$ cat config.mk
export PLATFORM = sky130hd
export DESIGN_NAME = accel_roll_angle
export DESIGN_NICKNAME = d
export VERILOG_FILES = /design/src/hw/rtl/ara_pkg.sv /design/src/hw/rtl/accel_roll_angle.sv
export SDC_FILE = /design/constraint.sdc
export NUM_CORES = 2
export LEC_CHECK = 0
export ABC_AREA = 0
export BUFFER_PORTS_ARGS = -buffer_cell sky130_fd_sc_hd__buf_2
export CAP_MARGIN = 20
export CORE_MARGIN = 2
export CORE_UTILIZATION = 50
export DETAILED_ROUTE_END_ITERATION = 7
export GPL_TIMING_DRIVEN = 0
export PLACE_DENSITY = 0.65
export RECOVER_POWER = 25
export SETUP_SLACK_MARGIN = 0.15
export SLEW_MARGIN = 20
export SYNTH_ARGS = -nofsm -noshare
export SYNTH_HDL_FRONTEND = slang
export SYNTH_SLANG_ARGS = --single-unit
$ cat constraint.sdc
create_clock -name clk -period 51.2 [get_ports clk]
set_clock_uncertainty 0.15 [all_clocks]
set_input_delay 2.56 -clock clk [delete_from_list [all_inputs] [get_ports clk]]
set_output_delay 2.56 -clock clk [all_outputs]
set_load 0.005 [all_outputs]
$ cat src/hw/rtl/ara_pkg.sv
// ============================================================================
// ara_pkg - shared constants and types for the roll angle pipeline
// Fixed-point formats, arctangent table and special-case codes.
// ============================================================================
`default_nettype none

package ara_pkg;

    // Result format and iteration count
    localparam int FRAC_BITS     = 8;
    localparam int CORDIC_STAGES = 16;

    // Sample and result widths
    localparam int SAMPLE_W = 16;
    localparam int ROLL_W   = 15;

    // Operand pre-scale and internal widths
    localparam int PRESCALE = 8;
    localparam int XY_W     = 27;     // |v| * 2^8 grows by gain * sqrt(2) < 2^25
    localparam int ACC_FRAC = 20;
    localparam int ACC_W    = 29;     // degrees, 20 fraction bits, signed
    localparam int TABLE_LEN = 24;

    // Output rounding
    localparam int RND_SHIFT = ACC_FRAC - FRAC_BITS;
    localparam logic signed [ACC_W-1:0] RND_HALF  = ACC_W'(64'sd1 <<< (RND_SHIFT - 1));
    localparam logic signed [ACC_W-1:0] ANG_LIMIT = ACC_W'(64'sd90 <<< ACC_FRAC);
    localparam logic signed [ACC_W-1:0] FULL_SCALE = ACC_W'(64'sd90 <<< FRAC_BITS);

    // atan(2^-i) in degrees, 20 fraction bits
    localparam logic signed [ACC_W-1:0] ATAN_TAB [TABLE_LEN] = '{
        29'sd47185920, 29'sd27855475, 29'sd14718068, 29'sd7471121,
        29'sd3750058,  29'sd1876857,  29'sd938658,   29'sd469357,
        29'sd234682,   29'sd117342,   29'sd58671,    29'sd29335,
        29'sd14668,    29'sd7334,     29'sd3667,     29'sd1833,
        29'sd917,      29'sd458,      29'sd229,      29'sd115,
        29'sd57,       29'sd29,       29'sd14,       29'sd7
    };

    // Input classification, carried down the pipeline with the operands
    typedef enum logic [1:0] {
        CASE_NORMAL,
        CASE_Y_ZERO,
        CASE_Z_ZERO,
        CASE_BOTH_ZERO
    } case_t;

endpackage : ara_pkg

`default_nettype wire

$ cat src/hw/rtl/accel_roll_angle.sv
// ============================================================================
// accel_roll_angle - folded roll angle from one Y/Z accelerometer sample
// Vectoring CORDIC arctangent, one register stage per iteration.
// ============================================================================
// Usage:
//   Input channel (in_valid/in_ready) carries one signed Y/Z sample pair per
//   transfer. Output channel (out_valid/out_ready) returns roll_angle, equal
//   to 90 - atan(|z|/|y|) degrees with FRAC_BITS fraction bits, and
//   angle_valid, which is low only when both axes read zero.
//   The sample passes through registered stages: one stage takes
//   magnitudes and classifies the sample, one stage per CORDIC iteration,
//   one stage clamps, rounds and folds the angle into the output register.
//   Throughput is one sample per cycle unless the output stalls; each iteration has its own adders,
//   so nothing is shared between samples.
//   When the receiver holds out_ready low with a result waiting, the whole
//   pipeline freezes and in_ready drops; no item is lost or repeated. Holes
//   in the pipeline keep moving while the output register is empty.
//   Reset clears all stage valid bits; the payload registers are not reset.
// ============================================================================
`default_nettype none

module accel_roll_angle (
    input  wire logic                                  clk,
    input  wire logic                                  rst_n,
    input  wire logic                                  in_valid,
    output logic                                       in_ready,
    input  wire logic signed [ara_pkg::SAMPLE_W-1:0]   accel_y,
    input  wire logic signed [ara_pkg::SAMPLE_W-1:0]   accel_z,
    output logic                                       out_valid,
    input  wire logic                                  out_ready,
    output logic             [ara_pkg::ROLL_W-1:0]     roll_angle,
    output logic                                       angle_valid
);

    localparam int N  = ara_pkg::CORDIC_STAGES;
    localparam int XW = ara_pkg::XY_W;
    localparam int AW = ara_pkg::ACC_W;
    localparam int SW = ara_pkg::SAMPLE_W;

    // Stage 0 holds the pre-scaled magnitudes, stage i+1 the result of iteration i
    logic signed [XW-1:0]   x_reg    [0:N];
    logic signed [XW-1:0]   x_next   [0:N];
    logic signed [XW-1:0]   y_reg    [0:N];
    logic signed [XW-1:0]   y_next   [0:N];
    logic signed [AW-1:0]   ang_reg  [0:N];
    logic signed [AW-1:0]   ang_next [0:N];
    ara_pkg::case_t         case_reg [0:N];
    ara_pkg::case_t         case_next[0:N];
    logic [N:0]             valid_reg;

    logic                   out_valid_reg;
    logic [ara_pkg::ROLL_W-1:0] roll_angle_reg;
    logic [ara_pkg::ROLL_W-1:0] roll_angle_next;
    logic                   angle_valid_reg;
    logic                   angle_valid_next;

    logic                   advance;
    logic [SW-1:0]          mag_y;
    logic [SW-1:0]          mag_z;
    logic signed [AW-1:0]   ang_clamp;
    logic signed [AW-1:0]   ang_rnd;
    logic signed [AW-1:0]   fold;

    // Whole pipeline moves when the output register is free or being drained
    assign advance   = !out_valid_reg || out_ready;
    assign in_ready  = advance;
    assign out_valid = out_valid_reg;
    assign roll_angle  = roll_angle_reg;
    assign angle_valid = angle_valid_reg;

    always_comb
    begin
        // Entry stage: magnitudes (-32768 maps to 32768 in 16 unsigned bits)
        mag_y = accel_y[SW-1] ? SW'(-accel_y) : SW'(accel_y);
        mag_z = accel_z[SW-1] ? SW'(-accel_z) : SW'(accel_z);

        x_next[0]   = signed'({{(XW - SW - ara_pkg::PRESCALE){1'b0}}, mag_y,
                               {ara_pkg::PRESCALE{1'b0}}});
        y_next[0]   = signed'({{(XW - SW - ara_pkg::PRESCALE){1'b0}}, mag_z,
                               {ara_pkg::PRESCALE{1'b0}}});
        ang_next[0] = '0;

        if (mag_y == '0 && mag_z == '0)
            case_next[0] = ara_pkg::CASE_BOTH_ZERO;
        else if (mag_y == '0)
            case_next[0] = ara_pkg::CASE_Y_ZERO;
        else if (mag_z == '0)
            case_next[0] = ara_pkg::CASE_Z_ZERO;
        else
            case_next[0] = ara_pkg::CASE_NORMAL;

        // One vectoring iteration per stage; shifts floor toward minus infinity
        for (int i = 0; i < N; i++)
        begin
            if (!y_reg[i][XW-1])
            begin
                x_next[i+1]   = x_reg[i] + (y_reg[i] >>> i);
                y_next[i+1]   = y_reg[i] - (x_reg[i] >>> i);
                ang_next[i+1] = ang_reg[i] + ara_pkg::ATAN_TAB[i];
            end
            else
            begin
                x_next[i+1]   = x_reg[i] - (y_reg[i] >>> i);
                y_next[i+1]   = y_reg[i] + (x_reg[i] >>> i);
                ang_next[i+1] = ang_reg[i] - ara_pkg::ATAN_TAB[i];
            end
            case_next[i+1] = case_reg[i];
        end
    end

    // Final stage: clamp to 0..90, round to FRAC_BITS, fold at 90
    always_comb
    begin
        if (ang_reg[N][AW-1])
            ang_clamp = '0;
        else if (ang_reg[N] > ara_pkg::ANG_LIMIT)
            ang_clamp = ara_pkg::ANG_LIMIT;
        else
            ang_clamp = ang_reg[N];

        ang_rnd = (ang_clamp + ara_pkg::RND_HALF) >>> ara_pkg::RND_SHIFT;
        fold    = ara_pkg::FULL_SCALE - ang_rnd;
        if (fold[AW-1])
            fold = '0;

        angle_valid_next = 1'b1;
        case (case_reg[N])
            ara_pkg::CASE_NORMAL:
            begin
                roll_angle_next = fold[ara_pkg::ROLL_W-1:0];
            end
            ara_pkg::CASE_Y_ZERO:
            begin
                roll_angle_next = '0;
            end
            ara_pkg::CASE_Z_ZERO:
            begin
                roll_angle_next = ara_pkg::FULL_SCALE[ara_pkg::ROLL_W-1:0];
            end
            default:
            begin
                roll_angle_next  = '0;
                angle_valid_next = 1'b0;
            end
        endcase
    end

    // Control: valid bits travel with the data
    always_ff @(posedge clk or negedge rst_n)
    begin
        if (!rst_n)
        begin
            valid_reg     <= '0;
            out_valid_reg <= 1'b0;
        end
        else if (advance)
        begin
            valid_reg     <= {valid_reg[N-1:0], in_valid};
            out_valid_reg <= valid_reg[N];
        end
    end

    // Payload: no reset
    always_ff @(posedge clk)
    begin
        if (advance)
        begin
            for (int i = 0; i <= N; i++)
            begin
                x_reg[i]    <= x_next[i];
                y_reg[i]    <= y_next[i];
                ang_reg[i]  <= ang_next[i];
                case_reg[i] <= case_next[i];
            end
            roll_angle_reg  <= roll_angle_next;
            angle_valid_reg <= angle_valid_next;
        end
    end

`ifndef ASSERT_OFF
    // A stall must freeze every stage's valid bit
    a_stall_freeze: assert property (@(posedge clk) disable iff (!rst_n)
        !advance |=> $stable(valid_reg) && $stable(out_valid_reg))
        else $error("pipeline valid bits moved during a stall");

    // A result flagged invalid always carries a zero angle
    a_invalid_zero: assert property (@(posedge clk) disable iff (!rst_n)
        out_valid && !angle_valid |-> roll_angle == '0)
        else $error("invalid result with nonzero angle");

    // X is positive at the last iteration stage for a regular sample
    a_x_positive: assert property (@(posedge clk) disable iff (!rst_n)
        valid_reg[N] && case_reg[N] == ara_pkg::CASE_NORMAL
            |-> !x_reg[N][XW-1] && x_reg[N] != '0)
        else $error("CORDIC x operand overflowed");
`endif

endmodule : accel_roll_angle

`default_nettype wire
==> results by group <==
Outcome
  – Status: finished with violations
  – Failing checks: max-capacitance violations, max-slew violations

STA
  – FMAX: 0.0934 GHz
  – Period minus WS final: 10710 ps
  – Setup TNS: 0 ps
  – RSZ-0062 raised after global routing: false
  – Fin. Hold Viols: 0
  – Final setup vio count: 0
  – Max-slew violations: between 200 and 250
  – Slew headroom: -89.6%
  – Tcrit/Tclk final: between 20% and 30%
  – Slew of the pin with the lowest slew margin: 2840 ps

CTS
  – Num CTS Buffers: 142
  – Clk_lat worst skew: between 700 and 800 ps
  – Clk root buf: clkbuf_16
  – Hold-fix buffers, CTS: 0
  – CTS Buffer Depth: 3
  – PostCTS Resize Cnt: 0
  – H-tree depth: 4
  – CTS tree: yes
  – Setup Fix Bufs, Post-CTS: 0
  – Clk slew on worst S/H paths: ~60 ps
  – Num Clock Sinks: roughly 1200

Global route
  – Initial antenna violation count: 1
  – Largest net degree at the start of global routing: 63
  – First-pass GRT wire length: 348000 um
  – GRT Util Overall: 22.4%
  – Vias in the first global route: 66800
  – Gr ovfl total: 0

Detailed routing
  – Total vias in the final route: 70200
  – DR iter-0 viols: around 4400
  – Router iterations before antenna repair: 8
  – Vias/cell: 5.75
  – # DRC: 0
  – Routed Antenna Nets: 0
  – Wire length per cell: roughly 18 um
  – Final wirelength: between 200000 and 250000 um

Finish
  – Layout cell share with drive strength beyond 1: 4.05%
  – Fin nets: 10800
  – Synth-to-Final Area Change: 9.17%
  – Fillers: 16200
  – Final core occ: 54.8%
  – Max FFs per register: between 300 and 400

Worst setup path
  – CP endpoint kind: output port
  – Worst endpoint required time: between 40000 and 50000 ps
  – CP Max Fanout: 53
  – Crit Path Category: primary input to output port
  – Top delay family on crit path: buffers and inverters
  – Crit path largest cell delay: 2080 ps
  – CP bufs+invs: 6
  – CP arrival: 8000 ps
  – CP max stage cell: clkbuf_1
  – Most used cell, CP: clkbuf_1
  – Crit-path cells: buf_2 -> nand2b_1 -> clkbuf_1 -> clkbuf_1 -> clkbuf_1 -> clkbuf_1 -> buf_2
  – Crit start category: primary input

Die
  – Die W: 435 um
  – Core area: 185000 um^2
  – Die area: 190000 um^2
  – Die Ht: approximately 440 um
  – Initial core utilization: 50.2%
  – FP Rows: 158
  – # IOs: 54

Run
  – Max Cap Viol: 5

Yosys
  – Mapped cell area: 93000 um^2
  – Net count after synthesis: roughly 11000
  – Mapped Cells: 9391
  – Synth Register Bits: ~1200
  – Avg Cell Area, Syn: 9.91 um^2
  – Ys async rst share: 1.52%
  – Sequential-to-total area share from yosys stat: 38.2%
  – Ys flop type: edfxtp_1
  – EDFF count, synth: 1169
  – Post-synthesis cell type count: 91
  – Synth warn: 0

Hold path
  – Hold WC Path Type: flop to flop

Placement
  – Post-DP HPWL: 173000 um
  – Port Buffers: 53
  – GPL Wtd Cong: 0.925
[worst register-to-register path: stages (launching register included)]
cell      delay, ps
edfxtp_1       1110
clkbuf_1        890
inv_1           720
o41ai_1         250
xnor2_1         180
ha_1            300
a21o_1          180
a21o_1          230
o21a_1          200
or2_2           280
o311ai_1        110
nand3_1         150
a31oi_1         280
nor2b_1          80
o21a_1          210
o21a_1          220
o211ai_1        680
[layer usage]
metal / share of wire (%) / routed length [um] / up-vias / track usage [%]
met5: 0 / 0 / - / 0
met2: 48 / 104000 / 1522 / 38.1
li1: - / - / 35200 / -
met4: 3.4 / 7450 / 0 / 7.86
met3: 4.4 / 9630 / 372 / 2.81
met1: 45 / 97200 / 33100 / 29.2
[cells by family after synthesis]
kind of cell / count (synthesis) / synth area share, %
multiplexers: 62 / 0.729
XOR/XNOR: 1374 / 12.9
AND/OR/NAND/NOR: 2819 / 14.6
flip-flops: 1187 / 38.2
buffers and inverters: 466 / 1.89
AO/OA/AOI/OAI: 2361 / 16.2
adder cells (fa/ha/maj): 1122 / 15.4
[synthesized netlist by cell type, drive strengths merged (85+ instances only)]
master,count,area [um^2]
nor3,325,1630
a21oi,853,4270
ha,1085,13600
nand2,451,1690
o21bai,97,728
and3,122,763
xor2,438,3840
or3,85,532
nor2,1016,3840
a21o,292,2190
xnor2,936,8200
a31oi,89,557
o21a,160,1200
nor2b,156,976
edfxtp,1169,35100
nand3,156,786
nand2b,152,951
o21ai,362,1810
inv,371,1390
[cell type report]
cell class	instances	area [um^2]	area share, %
multi-input cells	7738	55700	54.9
well taps	2480	3100	3.06
repair buffers	80	757	0.745
diodes	1	2.50	0.00246
clock inverters	70	733	0.722
inverters	372	1400	1.38
flip-flops and latches	1187	35600	35.0
plain buffers	94	363	0.357
clock buffers	185	3920	3.86
[worst paths after layout]
check	slack, ps	startpoint	end	cells after the start
max reg2reg	44690	y_reg[0][242]$_DFFE_PP_	y_reg[0][269]$_DFFE_PP_	16
min	260	case_reg[0][10]$_DFFE_PP_	case_reg[0][12]$_DFFE_PP_	0
min reg2reg	260	case_reg[0][10]$_DFFE_PP_	case_reg[0][12]$_DFFE_PP_	0
max in group asynchronous	48610	rst_n	valid_reg[3]$_DFFE_PN0P_	1
max	40490	out_ready	in_ready	7
min in group asynchronous	1730	rst_n	valid_reg[1]$_DFFE_PN0P_	1
[through the flow]
| stage | cells | hold slack, ps | setup slack [ps] | cell area [um^2] |
|---|---|---|---|---|
| global route | 12200 | 270 | 39780 | 102000 |
| CTS | 12200 | 261 | 44070 | 102000 |
| global placement | 11900 | 251 | -1420 | 96400 |
| floorplan | 9391 | 250 | 12130 | 93000 |
| finish | 12200 | 261 | 40490 | 102000 |
| detailed placement | 12000 | 255 | 44070 | 97000 |
[cells in the final DEF (no fill, tap or decap), drive strengths merged, types with 122 or more instances in the layout]
cell type and n:
xnor2 936, a21oi 853, nand2b 152, edfxtp 1169, o21a 160, nor2 1016, nor2b 156, nand2 451
xor2 438, ha 1085, clkbuf 290, inv 379, o21ai 362, a21o 292, nand3 156, and3 122
nor3 325
Power is not shown: default switching activity piles up to over one toggle a cycle in this logic, so the estimate is an artifact.
